### src/rtl/fwpw_pkg.sv
// Shared types and constants for the four-level page walker.
// No dependencies; used by the controller, datapath, top level and checker.
`default_nettype none

package fwpw_pkg;

    // Operation codes of an input transaction
    localparam logic OP_WRITE     = 1'b0;
    localparam logic OP_TRANSLATE = 1'b1;

    // Configuration register indexes
    typedef logic [0:0] t_cfg_index;
    localparam t_cfg_index CFG_ROOT_BASE = 1'b0;
    localparam t_cfg_index CFG_LARGE_1G  = 1'b1;
    localparam int         CFG_DATA_W    = 52;

    // Table geometry: 512 entries of 8 bytes per table
    localparam int IDX_W = 9;

    // Entry bit positions
    localparam int PTE_PRESENT_BIT = 0;
    localparam int PTE_WRITE_BIT   = 1;
    localparam int PTE_USER_BIT    = 2;
    localparam int PTE_SIZE_BIT    = 7;
    localparam int PTE_NOEXEC_BIT  = 63;

    // Walk level, 3 is the top-level table
    typedef logic [1:0] t_level;
    localparam t_level LVL_L0 = 2'd0;
    localparam t_level LVL_L1 = 2'd1;
    localparam t_level LVL_L2 = 2'd2;
    localparam t_level LVL_L3 = 2'd3;

    // Controller states
    typedef enum logic [1:0] {
        ST_CLEAR,
        ST_IDLE,
        ST_WALK
    } t_state;

    // Controller to datapath commands
    typedef struct packed {
        logic   clear_en;
        logic   wr_en;
        logic   walk_start;
        logic   walk_step;
        logic   finish;
        t_level level;
    } t_dp_cmd;

    // Datapath to controller status
    typedef struct packed {
        logic clear_done;
        logic present;
        logic leaf;
    } t_dp_status;

endpackage

`default_nettype wire

### src/rtl/fwpw_ctrl.sv
// Controller of the page walker: clearing pass, acceptance and level sequencing.
// Depends on fwpw_pkg; drives fwpw_datapath through t_dp_cmd.
`default_nettype none

module fwpw_ctrl (
    input  wire logic                 i_clk,
    input  wire logic                 i_rst_n,
    input  wire logic                 i_start,
    input  wire logic                 i_operation,
    input  wire fwpw_pkg::t_dp_status i_status,
    output fwpw_pkg::t_dp_cmd         o_cmd,
    output logic                      o_busy
);

    fwpw_pkg::t_state r_state;
    fwpw_pkg::t_state n_state;
    fwpw_pkg::t_level r_level;
    fwpw_pkg::t_level n_level;
    logic             walk_end;

    assign walk_end = ~i_status.present | i_status.leaf;

    // Next state
    always_comb begin
        n_state = r_state;
        unique case (r_state)
            fwpw_pkg::ST_CLEAR: begin
                if (i_status.clear_done) begin
                    n_state = fwpw_pkg::ST_IDLE;
                end
            end
            fwpw_pkg::ST_IDLE: begin
                if (i_start && i_operation == fwpw_pkg::OP_TRANSLATE) begin
                    n_state = fwpw_pkg::ST_WALK;
                end
            end
            fwpw_pkg::ST_WALK: begin
                if (walk_end) begin
                    n_state = fwpw_pkg::ST_IDLE;
                end
            end
            default: n_state = fwpw_pkg::ST_CLEAR;
        endcase
    end

    // Outputs
    always_comb begin
        o_cmd       = '0;
        o_cmd.level = r_level;
        o_busy      = 1'b1;
        n_level     = r_level;
        unique case (r_state)
            fwpw_pkg::ST_CLEAR: begin
                o_cmd.clear_en = 1'b1;
            end
            fwpw_pkg::ST_IDLE: begin
                o_busy = 1'b0;
                if (i_start) begin
                    if (i_operation == fwpw_pkg::OP_WRITE) begin
                        o_cmd.wr_en = 1'b1;
                    end else begin
                        o_cmd.walk_start = 1'b1;
                        n_level          = fwpw_pkg::LVL_L3;
                    end
                end
            end
            fwpw_pkg::ST_WALK: begin
                if (walk_end) begin
                    o_cmd.finish = 1'b1;
                end else begin
                    o_cmd.walk_step = 1'b1;
                    n_level         = r_level - 2'd1;
                end
            end
            default: o_busy = 1'b1;
        endcase
    end

    // State and level registers
    always_ff @(posedge i_clk) begin
        if (!i_rst_n) begin
            r_state <= fwpw_pkg::ST_CLEAR;
            r_level <= fwpw_pkg::LVL_L3;
        end else begin
            r_state <= n_state;
            r_level <= n_level;
        end
    end

endmodule

`default_nettype wire

### config.mk
export PLATFORM = sky130hd
export DESIGN_NAME = fwpw_ctrl
export DESIGN_NICKNAME = d
export VERILOG_FILES = /design/src/rtl/fwpw_pkg.sv /design/src/rtl/fwpw_ctrl.sv
export SDC_FILE = /design/constraint.sdc
export NUM_CORES = 1
export LEC_CHECK = 0
export ABC_AREA = 0
export BUFFER_PORTS_ARGS = -buffer_cell sky130_fd_sc_hd__buf_2
export CAP_MARGIN = 5
export CORE_AREA = 4 4 41 43
export CTS_BUF_LIST = sky130_fd_sc_hd__clkbuf_16
export CTS_CLUSTER_DIAMETER = 200
export CTS_CLUSTER_SIZE = 28
export DETAILED_ROUTE_END_ITERATION = 10
export DIE_AREA = 0 0 45 47
export PLACE_DENSITY = 0.41
export SLEW_MARGIN = 25
export SYNTH_ARGS = -nofsm -noshare
export SYNTH_HDL_FRONTEND = slang
export SYNTH_SLANG_ARGS = --single-unit
### constraint.sdc
create_clock -name i_clk -period 1.8 [get_ports i_clk]
set_clock_uncertainty 0.1 [all_clocks]
set_input_delay 0.36 -clock i_clk [delete_from_list [all_inputs] [get_ports i_clk]]
set_output_delay 0.36 -clock i_clk [all_outputs]
set_load 0.03 [all_outputs]
==> key figures, run 1 <==
Route
  – 1st-iter DRT viols: 0
  – Post-DRT Antenna Nets: 0
  – DRC viols: 0
  – Detailed Routing Iterations Pass 1: 1
  – Wirelength per Cell: 11.6 microns
  – Via count: 259
  – Avg Vias per Cell: about 4.5
  – DRT Wirelength: 659 microns

Logic synthesis
  – Synth top area share: 0.340
  – Syn Area/Cell: 9.80 sq um
  – Syn Std Cell Area: 235 sq um
  – Flops & latches, synth: 4
  – Syn_nets: 31
  – Most area-consuming cells after synthesis: dfxtp_1 (34%), nor3b_1 (6.4%), and4bb_2 (5.3%)
  – Synth cell types: 18
  – Syn Inst Count: 24
  – Register area share after synthesis: 0.340
  – Post-synth top area cell: dfxtp_1
  – Warnings, synthesis: 0

Timing
  – Setup ws final: 0.0876 ns
  – Final hold vios: 0
  – Post-Route Setup TNS: 0 ns
  – RSZ-0062 raised after global routing: false
  – Peak Freq: 584 MHz
  – Actual slew at the worst max-slew pin: between 0.3 and 0.4 ns
  – Final Slew Violations: 0
  – Fin crit period: 1.71 ns
  – Hold slack: 0.231 ns
  – Final worst path period share: 0.951
  – Setup Viol. Count Final: 0
  – Slew margin rel.: 0.798

Floorplanning
  – Starting density of the core: 0.181
  – Die width: roughly 45 microns
  – Core area: ~1300 sq um
  – Site Rows: 13
  – Ports: 15
  – Die area: between 2000 and 2500 sq um
  – Die extent in y: 47 microns

Final layout
  – Nets: 51
  – Antenna cell count: 0
  – Layout cell share with drive strength beyond 1: 0.667
  – Fillers: ~150
  – Reg area: approximately 80 sq um
  – Multi-input gate area: ~160 sq um
  – Area grow syn2layout: 77.7%
  – Final design instance area without fill: around 420 sq um
  – Final Util: 0.321

Worst setup path
  – CP startpoint: r_state[1]
  – Critical path, cell by cell: or2b_2 -> nor3b_2 -> buf_2
  – Worst Setup EP: o_cmd[5]
  – Crit path DAT: 1.25 ns
  – FF-to-FF End: r_level[1]
  – CP max stage cell: dfxtp_1
  – CP Max Fanout: 8
  – RR Startpoint: r_state[0]
  – Worst reg2reg path depth: 5
  – Worst Path Class, Setup: flop to primary output
  – Critical Path End Type: primary output
  – Reg2reg setup slack: 0.39 ns
  – CP startpoint kind: flop
  – Largest stage delay on the critical path: 0.36 ns
  – Critical Path RT: 1.34 ns

Placement
  – Post-DP HPWL: 530 microns
  – GPL Wtd Cong: ~0.7
  – Port Buffer Count: 14
  – Placed cell area: 337 sq um
  – Post-place setup slack: 0.290 ns

Job
  – Max Cap Violations: 0

Clock tree
  – H-tree depth: 1
  – CTS tree: yes
  – Clk sinks: 4
  – CTS Buffer Depth: 2
  – # hold bufs at CTS: 0
  – Root buffer cell: clkbuf_16
  – Clk slew on worst S/H paths: 0.03 ns
  – Post-CTS Setup Bufs: 0
  – Skew-Pair Late Insertion Delay: 0.22 ns
  – Total CTS buffers: 3

Hold path
  – Worst min-delay path category: primary input to flop

Global routing
  – Pin count of the biggest net entering global routing: 9
  – Vias in the first global route: 283
  – All-Layer GR Usage: 0.0861
  – Grt total ovfl: 0
  – First-pass GRT wire length: approximately 1100 microns
  – Initial antenna violation count: 0

Power
  – Peak supply drop: 452 uV
  – Pleak: 0.190 nW
  – P per Cell Area: 1170 nW/um^2

Outcome
  – Status: finished, final reports clean
## cell families after synthesis
| family | Yosys count | share of synthesized area |
|---|---|---|
| simple gates | 14 | 0.452 |
| flops | 4 | 0.340 |
| buf+inv | 1 | 0.0319 |
| compound gates | 5 | 0.176 |
## worst min-delay path by stage
stage	slack, ns	from	depth (start not counted)	end
3_5_place_dp	0.46	i_rst_n	2	r_level[1]
6_report	0.23	i_rst_n	2	r_level[1]
4_1_cts	0.23	i_rst_n	2	r_level[1]
5_1_grt	0.24	i_rst_n	2	r_level[1]
3_3_place_gp	0.44	r_level[0]	2	r_level[0]
2_1_floorplan	0.32	i_rst_n	1	r_level[1]
## layer usage
layer / track usage / wire (microns) / vias to the layer above
met1: 0.0591 / 206 / 117
met4: 0.123 / 45 / 0
met3: 0.0460 / 43 / 5
met2: 0.141 / 364 / 10
li1: - / - / 127
met5: 0 / 0 / -
## cells in the final DEF (no fill, tap or decap), drive strengths merged
cell	netlist	final
o31ai	2	2
a21o	1	1
and2	1	1
nor3b	2	2
nor2	3	3
or2b	1	1
and4b	1	1
clkbuf	0	3
and3b	1	1
buf	1	16
dfxtp	4	4
nor4bb	1	1
a211oi	1	1
nor2b	1	1
nor3	2	2
and4bb	1	1
o21ai	1	1
## state kept, by name (all words and copies together) (netlist names)
signal and flops:
r_state 2, r_level 2
## synth_stat cells
master	number
nor2b_1	1
a21o_2	1
dfxtp_1	4
nor3_2	1
and4bb_2	1
and3b_1	1
a211oi_1	1
or2b_2	1
o31ai_1	1
buf_4	1
nor4bb_1	1
nor3_1	1
nor3b_1	2
and2_2	1
o31ai_2	1
o21ai_1	1
nor2_1	3
and4b_2	1
## cell type report
class | instances | area share
multi-input cells | 19 | 0.380
repair buffers | 16 | 0.204
flip-flops and latches | 4 | 0.192
clock buffers | 3 | 0.180
well taps | 15 | 0.0449
## repair_timing
action / CTS / global route
endpoints found under the setup margin: 0 / 1
endpoints found under the hold margin: 0 / 0
gates resized for setup: 0 / 1
## through the flow
step | total power, W | std cells
floorplan | 0.000123 | 24
global placement | 0.000142 | 54
detailed placement | 0.000143 | 54
CTS | 0.000496 | 57
global route | 0.000503 | 57
finish | 0.000488 | 57
## power by group
part | leakage (nW) | internal [W] | switching (W)
sequential | 0.0327 | 0.0000919 | 0.00000213
clock | 0.0370 | 0.000284 | 0.0000624
combinational | 0.121 | 0.0000202 | 0.0000280
## critical path, delay by kind of cell (launching register included)
family | cells | cell delay [ns]
buffers and inverters | 1 | 0.21
flip-flops | 1 | 0.36
AND/OR/NAND/NOR | 2 | 0.46
Power figures use the tool's default switching activity.
==> run 2, diff against run 1 <==
--- a/config.mk
+++ b/config.mk
@@ -6,10 +6,10 @@
 export NUM_CORES = 1
 export LEC_CHECK = 0
 export ABC_AREA = 0
+export ABC_CLOCK_PERIOD_IN_PS = 1800
 export BUFFER_PORTS_ARGS = -buffer_cell sky130_fd_sc_hd__buf_2
 export CAP_MARGIN = 5
 export CORE_AREA = 4 4 41 43
-export CTS_BUF_LIST = sky130_fd_sc_hd__clkbuf_16
 export CTS_CLUSTER_DIAMETER = 200
 export CTS_CLUSTER_SIZE = 28
 export DETAILED_ROUTE_END_ITERATION = 10
==> constraint.sdc (replaced) <==
create_clock -name i_clk -period 1.8 [get_ports i_clk]
set_clock_uncertainty 0.1 [all_clocks]
set_input_delay 0.27 -clock i_clk [delete_from_list [all_inputs] [get_ports i_clk]]
set_output_delay 0.27 -clock i_clk [all_outputs]
set_load 0.03 [all_outputs]
==> run 2 against run 1 <==
Die area unchanged. Setup slack improved by 0.022 ns. Critical path depth fell by 1. Via count fell by 1.5%. Critical path type unchanged. Critical endpoint is now o_cmd[3].
==> key figures, run 2 (same netlist as run 1, synthesis figures left out) <==
Clock tree
  – CTS Buffer Depth: 2 (unchanged)
  – Total CTS buffers: 3 (unchanged)
  – CTS tree: yes (unchanged)
  – H-tree depth: 1 (unchanged)
  – Root buffer cell: clkbuf_4 (was clkbuf_16)
  – Post-CTS Setup Bufs: 0 (unchanged)
  – Clk slew on worst S/H paths: 0.04 ns (was 0.03 ns)
  – Clk sinks: 4 (unchanged)
  – Post_cts resized: 0 (unchanged)
  – Skew-Pair Late Insertion Delay: 0.24 ns (was 0.22 ns)
  – # hold bufs at CTS: 0 (unchanged)

Power
  – P per Cell Area: 717 nW/um^2 (was 1170 nW/um^2)
  – NetSw: 0.0000687 W (was 0.0000925 W)
  – Pleak: 0.162 nW (was 0.190 nW)
  – Peak supply drop: 196 uV (was 452 uV)
  – Reg power frac: 0.382 (was 0.193)
  – Pint: 0.000184 W (was 0.000396 W)
  – Combinational power share: 0.168 (was 0.099)
  – Switching fraction of total power: 0.271 (was 0.189)
  – Tot Pwr: 0.000253 W (was 0.000488 W)
  – Clk pwr share: 0.450 (was 0.709)

Route
  – 1st-iter DRT viols: 1 (was 0)
  – Detailed Routing Iterations Pass 1: 2 (was 1)
  – Avg Vias per Cell: 4.55 (was 4.54)
  – Wirelength per Cell: 12.1 microns (was 11.6 microns)
  – DRC viols: 0 (unchanged)
  – Post-DRT Antenna Nets: 0 (unchanged)
  – Via count: 255 (was 259)
  – DRT Wirelength: 676 microns (was 659 microns)

Hold path
  – WHS Path Cells: 2 (unchanged)
  – Worst min-delay path category: primary input to flop (unchanged)

Global routing
  – Pin count of the biggest net entering global routing: 9 (unchanged)
  – All-Layer GR Usage: 0.0829 (was 0.0861)
  – First-pass GRT wire length: 1090 microns (was 1130 microns)
  – Initial antenna violation count: 0 (unchanged)
  – Vias in the first global route: 277 (was 283)
  – Grt total ovfl: 0 (unchanged)

Worst setup path
  – Critical path, cell by cell: nor4bb_1 -> buf_2 (was or2b_2 -> nor3b_2 -> buf_2)
  – Crit path DAT: 1.32 ns (was 1.25 ns)
  – Critical Path RT: 1.43 ns (was 1.34 ns)
  – CP Max Fanout: 8 (unchanged)
  – CP max stage cell: dfxtp_1 (unchanged)
  – CP top delay family: flip-flops (was simple AND/OR/NAND/NOR gates)
  – CP Buf/Inv Count: 1 (unchanged)
  – Worst reg2reg path depth: 4 (was 5)
  – Critical Path End Type: primary output (unchanged)
  – Largest stage delay on the critical path: 0.44 ns (was 0.36 ns)
  – Reg2reg setup slack: 0.32 ns (was 0.39 ns)
  – CP Depth: 2 (was 3)
  – CP startpoint kind: flop (unchanged)
  – Worst Path Class, Setup: flop to primary output (unchanged)

Final layout
  – Layout cell share with drive strength beyond 1: 0.659 (was 0.667)
  – Nets: 50 (was 51)
  – Commonest non-fill, non-tap cell in the layout: buf_2 (unchanged)
  – Most frequent cells in the layout: buf_2 (14), nor2_1 (3), clkbuf_4 (3), dfxtp_1 (3) (was buf_2 (14), dfxtp_1 (4), nor2_1 (3), clkbuf_16 (3), buf_4 (2))
  – Antenna cell count: 0 (unchanged)
  – Top flop regs: r_level (2), r_state (2) (unchanged)
  – Area grow syn2layout: 50.0% (was 77.7%)

Timing
  – Fin crit period: 1.69 ns (was 1.71 ns)
  – Slew margin rel.: 0.745 (was 0.798)
  – Actual slew at the worst max-slew pin: 0.378 ns (was 0.300 ns)
  – Final hold vios: 0 (unchanged)
  – Final Slew Violations: 0 (unchanged)
  – Peak Freq: 592 MHz (was 584 MHz)
  – Setup Viol. Count Final: 0 (unchanged)
  – RSZ-0062 raised after global routing: false (unchanged)
  – Post-Route Setup TNS: 0 ns (unchanged)
  – Final worst path period share: 0.939 (was 0.951)

Job
  – Max Cap Violations: 0 (unchanged)

Floorplanning
  – Core area: 1300 sq um (unchanged)
  – Die area: 2120 sq um (unchanged)
  – Site Rows: 13 (unchanged)
  – Ports: 15 (unchanged)
  – Die extent in y: 47 microns (unchanged)
  – Die width: 45 microns (unchanged)
  – Starting density of the core: 0.181 (unchanged)

Placement
  – GPL Wtd Cong: 0.758 (was 0.698)
  – Port Buffer Count: 14 (unchanged)
  – Post-DP HPWL: 558 microns (was 530 microns)

Outcome
  – Status: finished, final reports clean (unchanged)
run 2: cell count changes in the layout (fill, tap and decap cells not counted), sizes merged:
cell and delta:
buf -1
run 2: path summary, 6_finish.rpt:
kind	from	to
worst min-delay path	i_rst_n	r_level[1]
worst max register to register	r_state[1]	r_level[1]
worst max-delay path	r_state[1]	o_cmd[3]
worst min register to register	r_state[0]	r_state[0]
run 2: cell type report:
type	count	area, sq um
clock buffer	3	22.5
timing repair buffer	15	77.6
multi-input combinational	19	153
tap	15	18.8
sequential	4	81.3
fill	156	948
run 2: stage by stage:
stage	instance area [sq um]	utilization	setup slack [ns]	cells	hold WS, ns
finish	353	0.271	0.110	56	0.141
global route	353	0.271	0.00532	56	0.127
CTS	352	0.270	0.0330	56	0.131
detailed placement	329	0.253	0.295	53	0.379
global placement	329	0.253	0.346	53	0.375
floorplan	240	-	0.165	24	0.235
run 2: power by group through the flow:
stage / clock network (W) / logic [W] / registers (W)
after floorplan: 0 / 0.0000265 / 0.0000964
after global placement: 0 / 0.0000419 / 0.0000969
after detailed placement: 0 / 0.0000427 / 0.0000976
after CTS: 0.000120 / 0.0000428 / 0.0000962
after global routing: 0.000133 / 0.0000452 / 0.0000973
final: 0.000114 / 0.0000424 / 0.0000967
run 2: metal layers:
layer / track usage / part of all wire / vias up
met3: 0.0230 / 0.021 / 2
met1: 0.0658 / 0.38 / 120
met4: 0.140 / 0.031 / 0
met2: 0.130 / 0.57 / 7
met5: 0 / 0 / -
li1: - / - / 126
